<file path="src/rtl/spof_pkg.sv">
// Shared constants and the arctangent table for the ridge orientation field.
`timescale 1ns / 1ps
`default_nettype none
package spof_pkg;

	// Defaults for the top-level parameters
	localparam int DEF_MAX_CORES  = 2;
	localparam int DEF_MAX_DELTAS = 2;
	localparam int DEF_COORD_BITS = 10;
	localparam int DEF_ANGLE_BITS = 16;

	// Position registers present for each kind of singular point
	localparam int NUM_POS_REGS = 2;

	// Fraction bits of a position and pre-scale of the rotation datapath
	localparam int FRAC_BITS = 4;
	localparam int PRE_SHIFT = 16;

	// Micro-rotations and width of the angle accumulator (unit 2^-32 turn)
	localparam int CORDIC_STEPS = 28;
	localparam int ACC_W        = 34;
	localparam int TAB_W        = 30;

	// Width of the result word
	localparam int OUT_W = 18;

	// atan(2^-i) in units of 2^-32 turn
	localparam logic [TAB_W-1:0] ATAN_TAB [CORDIC_STEPS] = '{
		30'd536870912, 30'd316933406, 30'd167458907, 30'd85004756,
		30'd42667331,  30'd21354465,  30'd10679838,  30'd5340245,
		30'd2670163,   30'd1335087,   30'd667544,    30'd333772,
		30'd166886,    30'd83443,     30'd41722,     30'd20861,
		30'd10430,     30'd5215,      30'd2608,      30'd1304,
		30'd652,       30'd326,       30'd163,       30'd81,
		30'd41,        30'd20,        30'd10,        30'd5
	};

endpackage
`default_nettype wire

</file>
<file path="src/rtl/spof_sum.sv">
// Output stages: round each lane angle, add cores, subtract deltas, halve.
`timescale 1ns / 1ps
`default_nettype none
module spof_sum #(
	parameter int ANGLE_BITS = spof_pkg::DEF_ANGLE_BITS,
	parameter int LANES      = 4,
	parameter int NC         = 2
) (
	input  logic                                clk,
	input  logic                                arst_n,
	input  logic                                valid_in,
	input  logic signed [spof_pkg::ACC_W-1:0]   acc_in [LANES],
	input  logic                                en_in [LANES],
	output logic                                done,
	output logic signed [spof_pkg::OUT_W-1:0]   ridge_angle
);

	localparam int AW    = spof_pkg::ACC_W;
	localparam int SHIFT = 32 - ANGLE_BITS;
	localparam int RW    = AW - SHIFT + 1;
	localparam int SW    = RW + 3;
	localparam logic signed [AW-1:0] ROUND = AW'(64'sd1 <<< (SHIFT - 1));

	logic signed [AW-1:0] rnd [LANES];
	logic signed [RW-1:0] term_n [LANES];
	logic signed [SW-1:0] total;
	logic signed [SW-1:0] halved;

	logic                 valid_s1;
	logic signed [RW-1:0] term_s1 [LANES];
	logic                 done_s2;
	logic signed [spof_pkg::OUT_W-1:0] ridge_angle_s2;

	// Round to the output unit, drop idle lanes, negate deltas
	always_comb begin
		for (int k = 0; k < LANES; k++) begin
			rnd[k] = (acc_in[k] + ROUND) >>> SHIFT;
			if (!en_in[k])
				term_n[k] = '0;
			else if (k < NC)
				term_n[k] = RW'(rnd[k]);
			else
				term_n[k] = -RW'(rnd[k]);
		end
	end

	// Add the lane terms and halve, rounding halves upward
	always_comb begin
		total = '0;
		for (int k = 0; k < LANES; k++)
			total = total + SW'(term_s1[k]);
		halved = (total + SW'(1)) >>> 1;
	end

	// Hold the valid marks of both stages
	always_ff @(posedge clk or negedge arst_n) begin
		if (!arst_n) begin
			valid_s1 <= 1'b0;
			done_s2  <= 1'b0;
		end else begin
			valid_s1 <= valid_in;
			done_s2  <= valid_s1;
		end
	end

	// Register the terms and the result word
	always_ff @(posedge clk) begin
		for (int k = 0; k < LANES; k++)
			term_s1[k] <= term_n[k];
		ridge_angle_s2 <= spof_pkg::OUT_W'(halved);
	end

	assign done        = done_s2;
	assign ridge_angle = ridge_angle_s2;

endmodule
`default_nettype wire

</file>
<file path="config.mk">
export PLATFORM = sky130hd
export DESIGN_NAME = spof_sum
export DESIGN_NICKNAME = d
export VERILOG_FILES = /design/src/rtl/spof_pkg.sv /design/src/rtl/spof_sum.sv
export SDC_FILE = /design/constraint.sdc
export NUM_CORES = 1
export LEC_CHECK = 0
export ABC_AREA = 1
export BUFFER_PORTS_ARGS = -buffer_cell sky130_fd_sc_hd__buf_4
export CAP_MARGIN = 20
export CORE_ASPECT_RATIO = 1.1
export CORE_MARGIN = 2
export CORE_UTILIZATION = 45
export CTS_CLUSTER_DIAMETER = 30
export CTS_CLUSTER_SIZE = 12
export DETAILED_ROUTE_END_ITERATION = 7
export PLACE_DENSITY = 0.79
export SETUP_SLACK_MARGIN = 0.1
export SYNTH_ARGS = -nofsm -noshare
export SYNTH_HDL_FRONTEND = slang
export SYNTH_SLANG_ARGS = --single-unit
</file>
<file path="constraint.sdc">
create_clock -name clk -period 3.8 [get_ports clk]
set_input_delay 0.38 -clock clk [delete_from_list [all_inputs] [get_ports clk]]
set_output_delay 0.38 -clock clk [all_outputs]
set_load 0.005 [all_outputs]
</file>
Word level (Yosys, flattened, before mapping)
Memory sizes are Yosys's and may differ from the RTL's.
Cells that the tools add are included.
{"block": "classes", "n_mux": 4, "n_addsub": 10}
{"operator": "34-bit by 17-bit adder with 34-bit output, second input constant", "count": 4}
{"operator": "19-bit 2-to-1 mux", "count": 4}
{"operator": "19-bit adder", "count": 3}
{"operator": "18-bit negator with 19-bit output", "count": 2}
{"operator": "19-bit by 2-bit adder with 19-bit output, second input constant", "count": 1}
{"block": "totals", "input_bits": 143, "output_inout_bits": 19, "elab_cells": 18, "mem_bits_rw": 76, "register_bits": 20, "mem_count": 1}
{"name": "term_s1", "depth": 4, "width": 19, "rd": 4, "rd_ports_with_merged_regs": 0, "wr": 4, "line_no": "spof_sum.sv:30", "text": "logic signed [RW-1:0] term_s1 [LANES];"}

Longest topological paths before layout
Gate-level depths: netlist of run 1.
{"block": "logic_depth", "word_depth": 4, "depth_mapped": 14, "mapped_depth_nobuf": 14}

Worst setup path after synthesis of run 1
No wires, ideal clock.
{"block": "synth_timing", "path_kind": "register -> register", "startpoint": "memory term_s1[1][1] (netlist name)", "endpoint": "register ridge_angle_s2, in the netlist ridge_angle[16]", "period_less_slack_ns": 3.048, "setup_ns": 0.072, "path_buffers": 0, "stages_incl_launch_ff": 14, "setup_slack_ns": 0.752, "required_ns": 3.728, "arrival_ns": 2.976, "path_cell_list": "dfxtp_1 inv_1 fa_1 fa_1 inv_1 ha_1 inv_1 fa_1 o21ai_0 a21oi_1 o21ai_0 nand3_1 nand2_1 xor2_1"}
{"element": "start, declared", "line_no": "spof_sum.sv:30"}
{"element": "end signal, assigned", "line_no": "spof_sum.sv:70", "text": "ridge_angle_s2 <= spof_pkg::OUT_W'(halved);"}
{"element": "end, declared", "line_no": "spof_sum.sv:32", "text": "logic signed [spof_pkg::OUT_W-1:0] ridge_angle_s2;"}

==> impl_metrics.tcl, run 1 <==
set metrics [dict create \
    drc 0 \
    end_kind "register" \
    place_congestion 0.898 \
    setup_viol 0 \
    yosysWarningCount 0 \
    track_usage_pct 20.5 \
    nNetsFinal 1315 \
    numCtsBuffers 9 \
    firstDrtPassIters 6 \
    reg2regPathDepth 13 \
    cts_root_buf "clkbuf_16" \
    initial_utilization_pct 45.7 \
    synthDominantCellAreaShare_pct 26.9 \
    max_freq_mhz 294 \
    synth_cells 1005 \
    timing.final.ws_setup_ns 0.398 \
    fin_skew_ns 0.00966 \
    drv_cap 0 \
    area_delta_synth_final_pct 19.4 \
    tightest_slew_ns 0.489 \
    die_w_um 122 \
    grt_pass1_vias 5947 \
    synth.area.top_cells "dfxtp_1 27%, inv_1 12%, nand2_1 11%" \
    avgSynthCellArea_sq_um 6.82 \
    num_vias 6311 \
    post_drt_wl_per_cell_um 12.1 \
    status "finished clean" \
    whs_ns 0.150 \
    vias_per_cell 4.81 \
    antenna_cells 0 \
    hpwl_mm 13.3 \
    drive_gt1_share_pct 15.0 \
    synth.most_common_cell "inv_1" \
    cp-start-kind "register" \
    grt_max_degree 19 \
    clock-sinks 94 \
    yosysUniqueCellTypes 35 \
    wl_mm 15.9 \
    htreeDepth 3 \
    path_max_fanout 4 \
    clkLatencyLatePin_ns 0.34 \
    hold_depth 1 \
    synth_sequential_area_ratio_pct 27.6 \
    cts_tree "done" \
    dpl_worst_slack_ns 0.451 \
    post-route-min-period_ns 3.40 \
    clkTransAtPathRegs_ns 0.07 \
    grt_pass1_wl_mm 26.6 \
    cp.required_ns 4.07 \
    crit_type "register to register" \
    power_w 0.00330 \
    post_cts_resized 0 \
    antenna_left 0 \
    rsz0062_at_grt "false" \
    synth_area_sq_um 6850 \
    grt_overflow 0 \
    core_area_sq_um 15000 \
    antenna_found_initial 0 \
    die_area_sq_um 16200 \
    cp.arrival_ns 3.68 \
    synth_top_area_cell "dfxtp_1" \
    finalHoldViolations 0 \
    peakVddDrop_v 0.000229 \
    pwr_density_cell_nw_per_um2 403 \
    synth_flop_cell "dfxtp_1" \
    leakage_nw 4.13 \
    synth_fp_nets 1208 \
    num_rows 47 \
    hp-class "input pin to register" \
    synthTopCellsByCount "213 x inv_1, 209 x nand2_1, 117 x nor2_1" \
    port_buffers 101 \
    ys_ff_latch 94 \
    final.setup.tns_ns 0 \
    synth_edf_count 0 \
    drt_first_iter_violations 448 \
    cts_max_path_buffers 2 \
    ios 162 \
    slew_viol_final 0 \
    async_flop_share_pct 2.13 \
    slew_headroom_pct 67.2 \
    fp.dieH_um 133 \
    post-route-period-util_pct 89.5 \
]
-- cells in the final DEF, fill, tap and decap left out --
| cell | count |
|---|---|
| o21a_1 | 2 |
| clkbuf_16 | 9 |
| a211oi_1 | 2 |
| inv_2 | 7 |
| dlygate4sd3_1 | 1 |
| nor2_4 | 16 |
| o21ai_1 | 4 |
| clkinv_2 | 1 |
| inv_6 | 3 |
| a21o_1 | 2 |
| nand3_4 | 1 |
| nor3_1 | 23 |
| and2_1 | 1 |
| a31oi_1 | 1 |
| nand4_1 | 27 |
| nand3b_1 | 2 |
| nand2_2 | 17 |
| nand3_2 | 3 |
| inv_1 | 213 |
| nor3b_1 | 1 |
| nor2_1 | 117 |
| o21bai_1 | 8 |
| fa_1 | 35 |
| nor4_1 | 1 |
| clkinv_1 | 2 |
| xor2_1 | 21 |
| nand3_1 | 45 |
| nor2_2 | 5 |
| o21ai_0 | 40 |
| dfxtp_1 | 92 |
| buf_4 | 101 |
| a21oi_1 | 58 |
| ha_1 | 25 |
| nand2_4 | 1 |
| xnor2_1 | 15 |
| nand2_1 | 209 |
| dfrtp_1 | 2 |
| bufinv_16 | 3 |
-- report_power, final --
part | internal (W) | switching [W] | leakage (nW)
logic | 0.000482 | 0.000604 | 3.17
clock network | 0.000646 | 0.000382 | 0.167
registers | 0.00114 | 0.0000445 | 0.792
-- kinds of logic after synthesis --
kind of cell    count (synthesis)  synth area share (%)
xor+xnor                       36                  4.60
fa+ha+maj                      60                  14.8
simple gates                  469                  31.3
buf+inv                       229                  12.6
compound gates                117                  9.08
flops                          94                  27.6
-- final timing paths --
check / from / to / slack [ns]
worst max-delay path: term_s1[1][1]$_SDFF_PN0_ / ridge_angle[16]$_DFF_P_ / 0.40
worst min-delay path: valid_in / valid_s1$_DFF_PN0_ / 0.15
worst max register to register: term_s1[1][1]$_SDFF_PN0_ / ridge_angle[16]$_DFF_P_ / 0.40
worst min register to register: valid_s1$_DFF_PN0_ / done$_DFF_PN0_ / 0.38
max in group asynchronous: arst_n / done$_DFF_PN0_ / 3.35
min in group asynchronous: arst_n / valid_s1$_DFF_PN0_ / 0.35
-- per-layer routing --
metal / global-route usage [%] / vias up / part of all wire [%]
li1: - / 3315 / -
met4: 6.90 / 0 / 2.8
met2: 36.2 / 168 / 48
met5: 0 / - / 0
met1: 25.2 / 2802 / 43
met3: 3.13 / 26 / 5.4
-- what timing repair did --
item	4_1_cts	5_1_grt
hold endpoints to repair	2	0
endpoints found under the setup margin	0	0
buffers inserted	0	0
hold buffers	1	0
-- stage by stage --
step	area, sq um	cells	utilization [%]
floorplan	6850	1005	-
global placement	7830	1296	52.2
detailed placement	7830	1296	52.2
CTS	8180	1312	54.6
global route	8180	1312	54.6
finish	8180	1312	54.6
-- registers in the layout, summed over array words and instances, names as in the netlist --
signal and cells:
ridge_angle 18, valid_s1 1, term_s1 74, done 1
-- worst max-delay path, stage by stage, from the launching register on --
cell     delay [ns]
dfxtp_1        0.31
inv_1          0.05
fa_1           0.56
fa_1           0.41
inv_1          0.06
ha_1           0.21
inv_1          0.08
fa_1           0.40
o21ai_0        0.33
a21oi_1        0.20
o21ai_0        0.35
nand3_1        0.14
nand2_1        0.10
xor2_1         0.14
-- area by class of cell --
type	count	area (sq um)
Inverter	223	838
Clock buffer	9	225
Fill cell	1412	6820
Timing Repair Buffer	102	768
Sequential cell	94	1890
Multi-Input combinational cell	682	4100
Clock inverter	6	116
Tap cell	196	245
Power figures use the tool's default switching activity.
==> inputs of run 2 (changes only) <==
Settings changed: CELL_PAD_IN_SITES_DETAIL_PLACEMENT set to 1, CELL_PAD_IN_SITES_GLOBAL_PLACEMENT set to 1, CORE_UTILIZATION 45 to 38, PLACE_DENSITY 0.79 to 0.9.
==> impl_metrics.tcl, run 2 (synthesis results as in run 1) <==
set metrics [dict create \
    die_w_um 132 \
    rsz0062_at_grt "false" \
    finalHoldViolations 0 \
    peakVddDrop_v 0.000204 \
    initial_utilization_pct 38.8 \
    die_area_sq_um 19100 \
    cts_max_path_buffers 2 \
    drive_gt1_share_pct 14.8 \
    nNetsFinal 1315 \
    wl_mm 21.5 \
    final.setup.tns_ns 0 \
    pwr_density_cell_nw_per_um2 400 \
    cts_root_buf "clkbuf_16" \
    fin_skew_ns 0.0102 \
    area_delta_synth_final_pct 19.7 \
    grt_pass1_wl_mm 34.9 \
    port_buffers 101 \
    drt_first_iter_violations 279 \
    fp.dieH_um 145 \
    numCtsBuffers 9 \
    regArea_sq_um 1890 \
    reg2reg_from "term_s1[1][1]$_SDFF_PN0_" \
    cts_tree "done" \
    leakage_nw 4.11 \
    regMostFlops "term_s1" \
    hp-class "input pin to register" \
    clkTransAtPathRegs_ns 0.06 \
    whs_ns 0.137 \
    cp.arrival_ns 3.75 \
    grt_overflow 0 \
    num_vias 6741 \
    gr-usage-met1_pct 24.0 \
    post-route-period-util_pct 91.2 \
    final_common_cell "inv_1" \
    cp-startpoint "term_s1[1][1]$_SDFF_PN0_" \
    path_max_fanout 4 \
    htreeDepth 3 \
    drc 0 \
    slew_headroom_pct 62.6 \
    vias_per_cell 4.97 \
    tightest_slew_ns 0.557 \
    grt.busiest_layer "met2" \
    max_freq_mhz 288 \
    crit_type "register to register" \
    grt_pass1_vias 7253 \
    grt_util_met2_pct 43.7 \
    reg2regPathDepth 13 \
    post_drt_wl_per_cell_um 15.9 \
    r2r-end "ridge_angle[16]$_DFF_P_" \
    grt_max_degree 19 \
    clkLatencyLatePin_ns 0.36 \
    antenna_left 0 \
    clock-sinks 94 \
    r2r_setup_slack_ns 0.33 \
    firstDrtPassIters 5 \
    status "finished clean" \
    cp-start-kind "register" \
    fill_cells 2332 \
    core_area_sq_um 17700 \
    multi_input_area_sq_um 4100 \
    hpwl_mm 17.5 \
    post_cts_resized 0 \
    antenna_found_initial 2 \
    setup_viol 0 \
    layout_common_cells "213 x inv_1, 209 x nand2_1, 117 x nor2_1, 101 x buf_4, 92 x dfxtp_1" \
    track_usage_pct 23.4 \
    drv_cap 0 \
    crit_path_end "ridge_angle[16]$_DFF_P_" \
    num_rows 51 \
    post-route-min-period_ns 3.47 \
    cp.required_ns 4.08 \
    largest_register_ffs 74 \
    ios 162 \
    slew_viol_final 0 \
    end_kind "register" \
    grt.met3_usage_pct 5.75 \
    place_congestion 0.857 \
]
==> run 2: cell types whose count changed in the layout (fill, tap and decap cells not counted) <==
| cell | before | now |
|---|---|---|
| bufinv_16 | 3 | 2 |
| clkbuf_1 | 0 | 1 |
| clkinv_2 | 1 | 2 |
| clkinv_4 | 0 | 1 |
| diode_2 | 0 | 2 |
| inv_6 | 3 | 0 |
==> run 2: cell type report <==
| type | count | share of cell area [%] |
|---|---|---|
| Timing Repair Buffer | 102 | 9.37 |
| Clock buffer | 10 | 2.79 |
| Tap cell | 238 | 3.63 |
| Antenna cell | 2 | 0.0610 |
| Inverter | 223 | 10.2 |
| Sequential cell | 94 | 23.1 |
| Multi-Input combinational cell | 682 | 49.9 |
| Clock inverter | 4 | 0.900 |
==> run 2: how the worst min path moves through the flow <==
stage | startpoint | endpoint | cells past startpoint
2_1_floorplan | arst_n | done$_DFF_PN0_ | 0
3_3_place_gp | arst_n | done$_DFF_PN0_ | 1
3_5_place_dp | arst_n | done$_DFF_PN0_ | 1
4_1_cts | valid_in | valid_s1$_DFF_PN0_ | 1
5_1_grt | valid_in | valid_s1$_DFF_PN0_ | 1
6_report | valid_in | valid_s1$_DFF_PN0_ | 1
==> run 2: critical path, stage by stage, from the launching register on <==
cell and delay [ns]:
dfxtp_1 0.32, inv_1 0.06, fa_1 0.57, fa_1 0.42
inv_1 0.07, ha_1 0.21, inv_1 0.09, fa_1 0.41
o21ai_0 0.30, a21oi_1 0.19, o21ai_0 0.40, nand3_1 0.12
nand2_1 0.10, xor2_1 0.14
==> run 2: repair_timing <==
| action | CTS | global route |
|---|---|---|
| hold buffers | 1 | 0 |
| setup buffers | 0 | 0 |
| hold endpoints to repair | 2 | 0 |
==> run 2: through the flow <==
step	instances	area, sq um	power [W]	utilization [%]	setup WS (ns)
4_1_cts	1353	8190	0.00331	46.4	0.294
5_1_grt	1354	8200	0.00350	46.4	0.130
3_5_place_dp	1338	7880	0.00234	44.6	0.312
2_1_floorplan	1005	6850	0.00187	-	0.752
3_3_place_gp	1338	7880	0.00227	44.6	0.434
6_report	1355	8200	0.00328	46.4	0.334
==> run 2: power breakdown <==
part	switching (W)	internal, W
combinational	0.000650	0.000490
clock	0.000378	0.000569
sequential	0.0000511	0.00114
total	0.00108	0.00220
==> run 2: per-layer routing <==
metal / up-vias / routed length [um]
met5: - / 0
met3: 68 / 1080
met1: 3196 / 8280
li1: 3306 / -
met4: 0 / 1210
met2: 171 / 10900
