**config.mk**
```make
export PLATFORM = sky130hd
export DESIGN_NAME = spof_cell
export DESIGN_NICKNAME = d
export VERILOG_FILES = /design/src/rtl/spof_pkg.sv /design/src/rtl/spof_cell.sv
export SDC_FILE = /design/constraint.sdc
export NUM_CORES = 1
export LEC_CHECK = 0
export BUFFER_PORTS_ARGS = -buffer_cell sky130_fd_sc_hd__buf_2
export CAP_MARGIN = 20
export CORE_AREA = 5 5 327 329
export CTS_BUF_LIST = sky130_fd_sc_hd__clkbuf_8 sky130_fd_sc_hd__clkbuf_16
export CTS_CLUSTER_DIAMETER = 40
export DETAILED_ROUTE_END_ITERATION = 7
export DIE_AREA = 0 0 332 334
export PLACE_DENSITY_LB_ADDON = 0.08
export SYNTH_ARGS = -nofsm -noshare
export SYNTH_HDL_FRONTEND = slang
export SYNTH_SLANG_ARGS = --single-unit
```
**constraint.sdc**
```tcl
create_clock -name clk -period 1.2 [get_ports clk]
set_clock_uncertainty 0.15 [all_clocks]
set_input_delay 0.36 -clock clk [delete_from_list [all_inputs] [get_ports clk]]
set_output_delay 0.36 -clock clk [all_outputs]
set_load 0.01 [all_outputs]
```
**src/rtl/spof_pkg.sv**
```systemverilog
// Shared constants and the arctangent table for the ridge orientation field.
`timescale 1ns / 1ps
`default_nettype none
package spof_pkg;

	// Defaults for the top-level parameters
	localparam int DEF_MAX_CORES  = 2;
	localparam int DEF_MAX_DELTAS = 2;
	localparam int DEF_COORD_BITS = 10;
	localparam int DEF_ANGLE_BITS = 16;

	// Position registers present for each kind of singular point
	localparam int NUM_POS_REGS = 2;

	// Fraction bits of a position and pre-scale of the rotation datapath
	localparam int FRAC_BITS = 4;
	localparam int PRE_SHIFT = 16;

	// Micro-rotations and width of the angle accumulator (unit 2^-32 turn)
	localparam int CORDIC_STEPS = 28;
	localparam int ACC_W        = 34;
	localparam int TAB_W        = 30;

	// Width of the result word
	localparam int OUT_W = 18;

	// atan(2^-i) in units of 2^-32 turn
	localparam logic [TAB_W-1:0] ATAN_TAB [CORDIC_STEPS] = '{
		30'd536870912, 30'd316933406, 30'd167458907, 30'd85004756,
		30'd42667331,  30'd21354465,  30'd10679838,  30'd5340245,
		30'd2670163,   30'd1335087,   30'd667544,    30'd333772,
		30'd166886,    30'd83443,     30'd41722,     30'd20861,
		30'd10430,     30'd5215,      30'd2608,      30'd1304,
		30'd652,       30'd326,       30'd163,       30'd81,
		30'd41,        30'd20,        30'd10,        30'd5
	};

endpackage
`default_nettype wire

```
**src/rtl/spof_cell.sv**
```systemverilog
// One micro-rotation cell of the vectoring chain, applied to every lane.
`timescale 1ns / 1ps
`default_nettype none
module spof_cell #(
	parameter int STEP  = 0,
	parameter int LANES = 4,
	parameter int XW    = 34
) (
	input  logic                              clk,
	input  logic                              arst_n,
	input  logic                              valid_in,
	input  logic signed [XW-1:0]              x_in [LANES],
	input  logic signed [XW-1:0]              y_in [LANES],
	input  logic signed [spof_pkg::ACC_W-1:0] acc_in [LANES],
	input  logic                              hold_in [LANES],
	input  logic                              en_in [LANES],
	output logic                              valid_out,
	output logic signed [XW-1:0]              x_out [LANES],
	output logic signed [XW-1:0]              y_out [LANES],
	output logic signed [spof_pkg::ACC_W-1:0] acc_out [LANES],
	output logic                              hold_out [LANES],
	output logic                              en_out [LANES]
);

	localparam int AW = spof_pkg::ACC_W;
	localparam logic signed [AW-1:0] ATAN_STEP = AW'(spof_pkg::ATAN_TAB[STEP]);

	logic signed [XW-1:0] x_n [LANES];
	logic signed [XW-1:0] y_n [LANES];
	logic signed [AW-1:0] acc_n [LANES];

	logic                 valid_s1;
	logic signed [XW-1:0] x_s1 [LANES];
	logic signed [XW-1:0] y_s1 [LANES];
	logic signed [AW-1:0] acc_s1 [LANES];
	logic                 hold_s1 [LANES];
	logic                 en_s1 [LANES];

	// Rotate towards the x axis by the sign of y; exact lanes pass untouched
	always_comb begin
		for (int k = 0; k < LANES; k++) begin
			x_n[k]   = x_in[k];
			y_n[k]   = y_in[k];
			acc_n[k] = acc_in[k];
			if (!hold_in[k]) begin
				if (!y_in[k][XW-1]) begin
					x_n[k]   = x_in[k] + (y_in[k] >>> STEP);
					y_n[k]   = y_in[k] - (x_in[k] >>> STEP);
					acc_n[k] = acc_in[k] + ATAN_STEP;
				end else begin
					x_n[k]   = x_in[k] - (y_in[k] >>> STEP);
					y_n[k]   = y_in[k] + (x_in[k] >>> STEP);
					acc_n[k] = acc_in[k] - ATAN_STEP;
				end
			end
		end
	end

	// Advance the valid mark
	always_ff @(posedge clk or negedge arst_n) begin
		if (!arst_n)
			valid_s1 <= 1'b0;
		else
			valid_s1 <= valid_in;
	end

	// Advance the lane words to the next cell
	always_ff @(posedge clk) begin
		for (int k = 0; k < LANES; k++) begin
			x_s1[k]    <= x_n[k];
			y_s1[k]    <= y_n[k];
			acc_s1[k]  <= acc_n[k];
			hold_s1[k] <= hold_in[k];
			en_s1[k]   <= en_in[k];
		end
	end

	assign valid_out = valid_s1;
	assign x_out     = x_s1;
	assign y_out     = y_s1;
	assign acc_out   = acc_s1;
	assign hold_out  = hold_s1;
	assign en_out    = en_s1;

endmodule
`default_nettype wire

```
## Yosys cells after proc, flatten, opt, wreduce, memory -nomap -nowiden

Cells that the tools add are included.

| word-level totals | value |
|---|---|
| register bits | 417 |
| logic and storage cells | 65 |

| cells by class | value |
|---|---|
| add/sub/neg operators | 20 |
| multiplexer cells | 24 |

Operators by type and width:

| kind | count |
|---|---|
| 34-bit 2-to-1 mux | 24 |
| 34-bit subtractor | 8 |
| 34-bit by 31-bit adder with 34-bit output (second input constant) | 4 |
| 34-bit adder | 4 |
| 34-bit by 31-bit subtractor with 34-bit output (second input constant) | 4 |

## Logic depth before layout (Yosys ltp)

Gate-level depths: netlist of run 1.

| depth | value |
|---|---|
| depth after elaboration | 3 |
| depth in mapped cells | 14 |
| depth with buffers taken out | 14 |

## Least setup slack after synthesis of run 1

No wires, ideal clock.

| timing path | value |
|---|---|
| path type | in2reg |
| from | input port x_in[34] (netlist name) |
| to | register x_s1, in the netlist x_out[66] |
| library setup time | 142 ps |
| arrival | 3049 ps |
| required time | 908 ps |
| slack | -2141 ps |
| cell stages on the path | 13 |
| path through | ha_1 > fa_1 > nor2b_1 > o311ai_1 > a311oi_1 > a221o_1 > a21oi_1 > o211ai_1 > a41o_1 > a211oi_1 > o221ai_1 > xor2_1 > mux2i_1 |

RTL lines:

| what | line | source |
|---|---|---|
| start, declared | spof_cell.sv:12 | `input logic signed [XW-1:0] x_in [LANES],` |
| end signal, assigned by index | spof_cell.sv:70 | `x_s1[k] <= x_n[k];` |
| end, declared | spof_cell.sv:33 | `logic signed [XW-1:0] x_s1 [LANES];` |

==> out/results.txt, run 1 <==
Core Util, Final: 67.30%
DR vias: 44592
Hold Crit Class: input pin to flop
Clock Pin Slew Worst Setup and Hold Paths: 0.05 ns
Post-Route WL: 184200 um
Syn Std Cell Area: 34360 um^2
Synth Flop Type: dfxtp_1
synthesis-stage register bit count: 417
Leakage: 32.32 nW
Comb power frac: 44.6%
M2 GR Usage: 54.15%
Startpoint Class: input pin
Rows: 118
total track usage: 30.43%
Least-Margin Pin Slew: 0.5479 ns
CP Launch Point: x_in[34]
DRT Pass-1 Iters: 5
Initial Util: 33.29%
Crit. End Element: flop
post-synth top area cell: dfxtp_1
Mapped Avg Cell Area: 7.529 um^2
CTS Buf Count: 82
status: complete, but fails checks
failing checks: negative hold slack, negative setup slack
Final Slew Violations: 0
top-area cell type share of the netlist area: 24.24%
Die Area: 110900 um^2
clk root buf: clkbuf_16
Worst Hold Path EP: x_out[131]
IO Pins: 836
CP Data Required Time: 1.62 ns
GP Congestion: 0.9773
CP Max Fanout: 3
endpoints failing hold: 1
post-synthesis cell count: 4563
worst hold start: hold_in[3]
Iter 0 DRT Violations: 2489
CTS tree: done
sequential power share: 22.4%
ranking of synthesized cells by area: dfxtp_1, ha_1, a21oi_1
vias per cell: 5.032
RSZ-0062 raised after global routing: yes
P&R area growth vs syn: 102.2%
number of global-route vias before repair: 45496
Post-DRT Antenna Nets: 0
gr busiest metal: met2
GRT Residual Overflow: 0
number of remaining DRC errors: 0
Finish-stage setup viols: 683
internal power: 48.84 mW
Clock Path Buffers: 3
share of cells above drive strength 1: 53.78%
CP arrival: 3.45 ns
asr flop ratio synth: 0.2398%
cell with the most instances after synthesis: a21oi_1
f_max: 329.6 MHz
clock share of power: 33.0%
Port-buffer cells: 835
height of the die: 334 um
Tot Pwr: 75.51 mW
most instantiated cells after synthesis: a21oi_1, inv_1, dfxtp_1
GR Util met1: 35.84%
Switching Power: 26.67 mW
first-pass GRT wire length: 266600 um
syn nets: 5407
critical path class: input pin to flop
Ys Warns: 0
H-tree levels: 3
initial antenna violation count: 48
largest net degree at the start of global routing: 52
Post-synth EDFFs: 0
final hold slack: -0.02503 ns
Unique masters post-synth: 84
Net Sw Frac: 35.32%
final net count: 8237
Final period util: 252.8%
WL/cell: 20.78 um
min cycle time layout: 3.034 ns
maximum VDD drop: 0.001350 V
die width: 332 um
power per cell area: 1087 nW/um^2
core footprint: 103200 um^2
Worst slew margin: 62.53%
register area share after synthesis: 24.31%
final setup TNS: -444.68 ns
hold-fix buffers at CTS: 368
worst hold path depth: 3
max_cap viols: 0
clock sink count: 417
HPWL Detailed: 143000 um
Final WS setup: -1.834 ns
met3 Track Usage GR: 7.187%
[layout by cell type, fill, tap and decap left out, types with 86 or more instances in the layout]
cell type,Yosys,routed
a21oi_1,655,437
a21oi_2,0,164
buf_2,19,501
buf_4,3,1612
buf_6,1,434
dfxtp_1,416,158
dfxtp_2,0,224
dlygate4sd3_1,0,368
ha_1,409,298
ha_4,0,95
inv_1,419,338
mux2i_1,112,86
nand2_1,313,284
nor2_1,394,338
o21ai_0,398,134
o21ai_1,7,167
o21bai_1,118,100
xnor2_1,225,192
[state kept, by name, summed over array words and instances, names as in the netlist]
name,count
acc_out,136
y_out,136
hold_out,4
valid_out,1
en_out,4
x_out,136
[power groups by stage]
| stage | Sequential, mW | Clock, mW | Combinational (mW) |
|---|---|---|---|
| after floorplan | 17.2 | 0 | 12.2 |
| after global placement | 16.6 | 0 | 26.7 |
| after detailed placement | 16.6 | 0 | 26.6 |
| after CTS | 16.3 | 25.4 | 29.9 |
| after global routing | 17.0 | 26.1 | 35.8 |
| final | 16.9 | 25.0 | 33.6 |
[repair_timing]
action,in CTS,in global routing
pin swaps,354,512
gates resized for setup,627,1309
gates cloned,0,0
buffers inserted,122,115
setup endpoints to repair,677,683
hold endpoints to repair,369,1
[worst max-delay path, cell delays in order]
cell	delay, ns
buf_8	0.10
ha_4	0.15
fa_2	0.36
nor2b_4	0.15
o311ai_4	0.29
a311oi_2	0.18
a221o_2	0.45
a21oi_2	0.17
o211ai_1	0.18
a41o_1	0.33
a211oi_2	0.30
a22oi_1	0.16
xor2_1	0.17
o21ai_1	0.08
[metrics by stage]
step,std cells,cell area [um^2],setup WS [ns],hold WS (ns)
after global routing,8853,69430,-1.934,-0.02243
final,8862,69450,-1.834,-0.02503
after global placement,8156,54130,-2.473,-0.01433
after CTS,8777,64250,-1.682,-0.05418
after detailed placement,8156,54130,-2.472,-0.01221
after floorplan,4563,37250,-1.883,-0.08559
[layer usage]
| metal | wire length, um | part of all wire (%) |
|---|---|---|
| met5 | 195 | 0.11 |
| met4 | 7688 | 4.2 |
| met3 | 13060 | 7.1 |
| met2 | 90540 | 49 |
| met1 | 72690 | 39 |
[cell type report]
cell class | count | area (um^2)
Inverter | 433 | 1982
Clock buffer | 88 | 2135
Fill cell | 8410 | 33750
Sequential cell | 417 | 8761
Tap cell | 1380 | 1727
Antenna cell | 22 | 55.05
Multi-Input combinational cell | 3483 | 29630
Timing Repair Buffer | 2976 | 24280
Clock inverter | 63 | 888.4
[cell families after synthesis]
logic type,synth area share [%]
adder cells (fa/ha/maj),15.83
buffers and inverters,7.371
AO/OA/AOI/OAI,28.25
AND/OR/NAND/NOR,13.78
multiplexers,3.362
flip-flops,24.31
XOR/XNOR,7.087
[worst max-delay path by stage]
stage                             to  slack [ns]
after detailed placement  x_out[130]       -2.47
after floorplan            x_out[66]       -1.88
after global placement    x_out[130]       -2.47
after global routing       y_out[66]       -1.93
final                      y_out[66]       -1.83
after CTS                  y_out[66]       -1.68
Note: power is estimated with default switching activity, not from simulation.
==> inputs of run 2 (changes only) <==
--- a/config.mk
+++ b/config.mk
@@ -5,13 +5,15 @@
 export SDC_FILE = /design/constraint.sdc
 export NUM_CORES = 1
 export LEC_CHECK = 0
+export ABC_AREA = 1
+export ABC_CLOCK_PERIOD_IN_PS = 1200
 export BUFFER_PORTS_ARGS = -buffer_cell sky130_fd_sc_hd__buf_2
-export CAP_MARGIN = 20
-export CORE_AREA = 5 5 327 329
+export CORE_ASPECT_RATIO = 1.4
+export CORE_MARGIN = 5
+export CORE_UTILIZATION = 40
 export CTS_BUF_LIST = sky130_fd_sc_hd__clkbuf_8 sky130_fd_sc_hd__clkbuf_16
 export CTS_CLUSTER_DIAMETER = 40
 export DETAILED_ROUTE_END_ITERATION = 7
-export DIE_AREA = 0 0 332 334
 export PLACE_DENSITY_LB_ADDON = 0.08
 export SYNTH_ARGS = -nofsm -noshare
 export SYNTH_HDL_FRONTEND = slang
==> out/results.txt, run 2 <==
status: did not finish (was complete, but fails checks)
Exit stage: global routing (5_1_grt)
Stop Error: [ERROR GRT-0232] Routing congestion too high. Check the congestion heatmap in the GUI.
top-area cell type share of the netlist area: 20.61% (was 24.24%)
Rows: 138 (was 118)
placed instance area: 63030 um^2 (was 54130 um^2)
largest net degree at the start of global routing: 35
Placed Instances: 10477 (was 8156)
Ys Warns: 0 (unchanged)
HPWL Detailed: 192000 um (was 143000 um)
Syn Std Cell Area: 40410 um^2 (was 34360 um^2)
post-synthesis cell count: 6782 (was 4563)
syn nets: 7626 (was 5407)
GRT Residual Overflow: 33
clk root buf: clkbuf_16 (unchanged)
Mapped Avg Cell Area: 5.958 um^2 (was 7.529 um^2)
post-synth top area cell: dfxtp_1 (unchanged)
synthesis-stage register bit count: 417 (unchanged)
Port-buffer cells: 835 (unchanged)
CTS Buf Count: 70 (was 82)
H-tree levels: 3 (unchanged)
register area share after synthesis: 20.67% (was 24.31%)
IO Pins: 836 (unchanged)
die width: 278.6 um (was 332 um)
Unique masters post-synth: 56 (was 84)
Synth Flop Type: dfxtp_1 (unchanged)
most instantiated cells after synthesis: nand2_1, inv_1, nor2_1 (was a21oi_1, inv_1, dfxtp_1)
GP Congestion: 1.095 (was 0.9773)
asr flop ratio synth: 0.2398% (unchanged)
ranking of synthesized cells by area: dfxtp_1, nand2_1, ha_1 (was dfxtp_1, ha_1, a21oi_1)
Clock Path Buffers: 3 (unchanged)
height of the die: 386.1 um (was 334 um)
Worst End Pin Type: register data pin
Crit. endpoint post-GRT repair: y_out[112]$_DFF_P_/D
Initial Util: 40.14% (was 33.29%)
clock sink count: 417 (unchanged)
Post-synth EDFFs: 0 (unchanged)
cell with the most instances after synthesis: nand2_1 (was a21oi_1)
initial antenna violation count: 66
total track usage: 67.44%
-- run 2: changes by cell type after synthesis, sizes merged, moves of 123 or more --
cell	change
nand2	+1638
nand3	+518
nor2	+322
a21oi	-123
xnor2	-215
inv	+539
-- run 2: per-stage QoR --
step	hold WS [ns]	setup slack, ns
floorplan	-0.08559	-0.8255
global placement	-0.01574	-1.579
detailed placement	-0.01436	-1.558
CTS	-0.02864	-0.5732
-- run 2: kinds of logic after synthesis --
kind of cell,synth area share (%)
AO/OA/AOI/OAI,16.64
flip-flops,20.67
AND/OR/NAND/NOR,34.48
buffers and inverters,11.93
multiplexers,0.02477
XOR/XNOR,2.796
adder cells (fa/ha/maj),13.46
-- run 2: routing by layer --
metal | GRT overflow | GRT usage [%]
met5 | 0 | 20.38
met4 | 15 | 68.11
met3 | 6 | 47.82
met2 | 11 | 89.33
met1 | 1 | 65.17
-- run 2: what timing repair did --
item | 4_1_cts
resized for setup | 1566
hold buffers | 335
endpoints found under the setup margin | 674
buffers inserted | 170
pin swaps | 588
hold endpoints to repair | 333
==> inputs of run 3 (changes only) <==
==> config.mk (replaced) <==
export PLATFORM = sky130hd
export DESIGN_NAME = spof_cell
export DESIGN_NICKNAME = d
export VERILOG_FILES = /design/src/rtl/spof_pkg.sv /design/src/rtl/spof_cell.sv
export SDC_FILE = /design/constraint.sdc
export NUM_CORES = 1
export LEC_CHECK = 0
export ABC_AREA = 1
export ABC_CLOCK_PERIOD_IN_PS = 1200
export BUFFER_PORTS_ARGS = -buffer_cell sky130_fd_sc_hd__buf_2
export CORE_MARGIN = 5
export CORE_UTILIZATION = 25
export DETAILED_ROUTE_END_ITERATION = 7
export PLACE_DENSITY_LB_ADDON = 0.15
export SYNTH_ARGS = -nofsm -noshare
export SYNTH_HDL_FRONTEND = slang
export SYNTH_SLANG_ARGS = --single-unit
==> out/results.txt, run 3 <==
initial antenna violation count: 17
status: complete, but fails checks (was did not finish)
vias per cell: 4.757
WL/cell: 20.81 um
Worst Path Buf+Inv: 3
HPWL Detailed: 204000 um (was 192000 um)
CP max stage delay: 0.29 ns
Iter 0 DRT Violations: 3894
f_max: 554.6 MHz
Final Cell Area: 82590 um^2
Worst slew margin: 62.67%
height of the die: 412.0 um (was 386.1 um)
DR vias: 57215
Die Area: 169800 um^2
critical path class: input pin to flop
Least-Margin Pin Slew: 0.5541 ns
Rows: 147 (was 138)
DP Worst Slack: -1.669 ns (was -1.558 ns)
Worst Hold Path EP: x_out[69]
total track usage: 27.74%
largest family of logic cells by synthesized area: simple AND/OR/NAND/NOR gates (unchanged)
Post-Route WL: 250300 um
placed instance area: 63460 um^2 (was 63030 um^2)
H-tree levels: 2 (was 3)
Unique masters post-synth: 56 (unchanged)
maximum VDD drop: 0.001192 V
critical path, cell by cell: buf_6, ha_4, buf_4, nor2_4, nand3_1, nor2_2, nand3_2, nand3_4, xor2_2, nor2_1, o21ai_2, buf_4
synthesis-stage register bit count: 417 (unchanged)
min cycle time layout: 1.803 ns
final net count: 10653
area occupied by multi-input gates: 38820 um^2
register area share after synthesis: 20.67% (unchanged)
max_cap viols: 0
endpoints failing hold: 6
post-synth top area cell: dfxtp_1 (unchanged)
number of global-route vias before repair: 56181
worst hold start: x_in[69]
Ys Warns: 0 (unchanged)
CP Data Required Time: 1.70 ns
number of remaining DRC errors: 0
cell mode on critical path: buf_4
slowest CP cell: ha_4
most frequent cells in the layout: buf_4, nand2_1, inv_1
clock sink count: 417 (unchanged)
share of cells above drive strength 1: 53.00%
ranking of synthesized cells by area: dfxtp_1, nand2_1, ha_1 (unchanged)
Syn Std Cell Area: 40410 um^2 (unchanged)
Placed Instances: 11225 (was 10477)
syn nets: 7626 (unchanged)
Startpoint Class: input pin
GRT Residual Overflow: 0
first-pass GRT wire length: 356600 um
Crit. End Element: flop
Compound-Gate Fraction of Synth Area: 16.64% (unchanged)
FF/Latch Area: 8536 um^2
most common cell after layout, fill and taps aside: buf_4
RSZ-0062 raised after global routing: yes
adder-cell share of the synthesized area: 13.46% (unchanged)
cell with the most instances after synthesis: nand2_1 (unchanged)
CP arrival: 2.30 ns
Final Non-Filler Cells: 12027
Final period util: 150.3%
GP Congestion: 0.9780 (was 1.095)
Clock Pin Slew Worst Setup and Hold Paths: 0.07 ns
largest net degree at the start of global routing: 37
asr flop ratio synth: 0.2398% (unchanged)
CTS tree: done
final hold slack: -0.2264 ns
Hold Crit Class: input pin to flop
Initial Util: 25.16% (was 40.14%)
power per cell area: 924.2 nW/um^2
Fillers: 15790
die width: 412.0 um (was 278.6 um)
post-synthesis xor/xnor area fraction: 2.796% (unchanged)
CTS Buf Count: 57 (was 70)
Final Slew Violations: 0
worst hold path depth: 3
post-synthesis cell count: 6782 (unchanged)
Simple-Gate Fraction of Synth Area: 34.48% (unchanged)
IO Pins: 836 (unchanged)
post-synthesis mux area share: 0.02477% (unchanged)
most instantiated cells after synthesis: nand2_1, inv_1, nor2_1 (unchanged)
Leakage: 40.65 nW
Crit path max-delay family: simple AND/OR/NAND/NOR gates
failing checks: negative hold slack, negative setup slack
top-area cell type share of the netlist area: 20.61% (unchanged)
Port-buffer cells: 835 (unchanged)
Finish-stage setup viols: 688
Mapped Avg Cell Area: 5.958 um^2 (unchanged)
Post-DRT Antenna Nets: 0
clk root buf: clkbuf_16 (unchanged)
Synth Flop Type: dfxtp_1 (unchanged)
P&R area growth vs syn: 104.4%
Final WS setup: -0.6032 ns
Clock Path Buffers: 3 (unchanged)
CP Max Fanout: 6
Post-synth EDFFs: 0 (unchanged)
DRT Pass-1 Iters: 6
core footprint: 160600 um^2
run 3: cell counts after synthesis:
No cell type changed its count.
run 3: layout make-up:
cell class,count,share of cell area [%]
diodes,9,0.02727
clock buffers,65,1.812
clock inverters,43,0.7363
inverters,966,5.178
multi-input cells,5181,47.00
flip-flops and latches,417,10.34
well taps,2160,3.272
repair buffers,3186,31.64
run 3: how the worst max path moves through the flow:
stage / cells after the start / end / start / slack (ns)
after global routing: 15 / x_out[125] / y_in[114] / -0.64
final: 12 / x_out[17] / y_in[4] / -0.60
after detailed placement: 14 / y_out[131] / x_in[119] / -1.67
after CTS: 1 / y_out[85] / y_out[85] / -0.64
after floorplan: 15 / y_out[57] / x_in[38] / -0.83
after global placement: 13 / x_out[131] / x_in[119] / -1.71
run 3: power by group:
group	total [mW]	switching, mW	internal, mW
sequential	16.2	0.712	15.5
clock	19.4	8.03	11.3
combinational	40.8	22.1	18.7
total	76.3	30.9	45.5
run 3: kinds of logic after synthesis:
logic type / count (synthesis)
buffers and inverters: 1184
adder cells (fa/ha/maj): 425
AND/OR/NAND/NOR: 3392
AO/OA/AOI/OAI: 1234
flip-flops: 417
multiplexers: 1
XOR/XNOR: 129
run 3: routing by layer:
layer	vias to the layer above	GRT usage, %	wire length [um]	part of all wire (%)
met2	1716	46.83	117100	47
met3	386	3.805	14740	5.9
li1	27855	-	-	-
met4	2	7.539	8243	3.3
met1	27256	37.01	110200	44
met5	-	0	13	0.0052
run 3: through the flow:
stage / power (mW) / utilization (%) / TNS [ns] / hold slack, ns
finish: 76.33 / 51.44 / -311.13 / -0.2264
floorplan: 31.71 / - / -182.14 / -0.08559
CTS: 73.06 / 47.92 / -328.98 / -0.2205
global route: 80.08 / 51.42 / -349.22 / -0.2547
global placement: 47.65 / 39.52 / -356.21 / -0.004603
detailed placement: 47.66 / 39.52 / -356.73 / -0.0009482
run 3: repair_timing:
| action | CTS | global route |
|---|---|---|
| hold buffers | 386 | 2 |
| setup endpoints to repair | 669 | 690 |
| hold endpoints to repair | 383 | 7 |
| setup buffers | 211 | 115 |
| pin swaps | 527 | 512 |
| resized for setup | 1607 | 1273 |
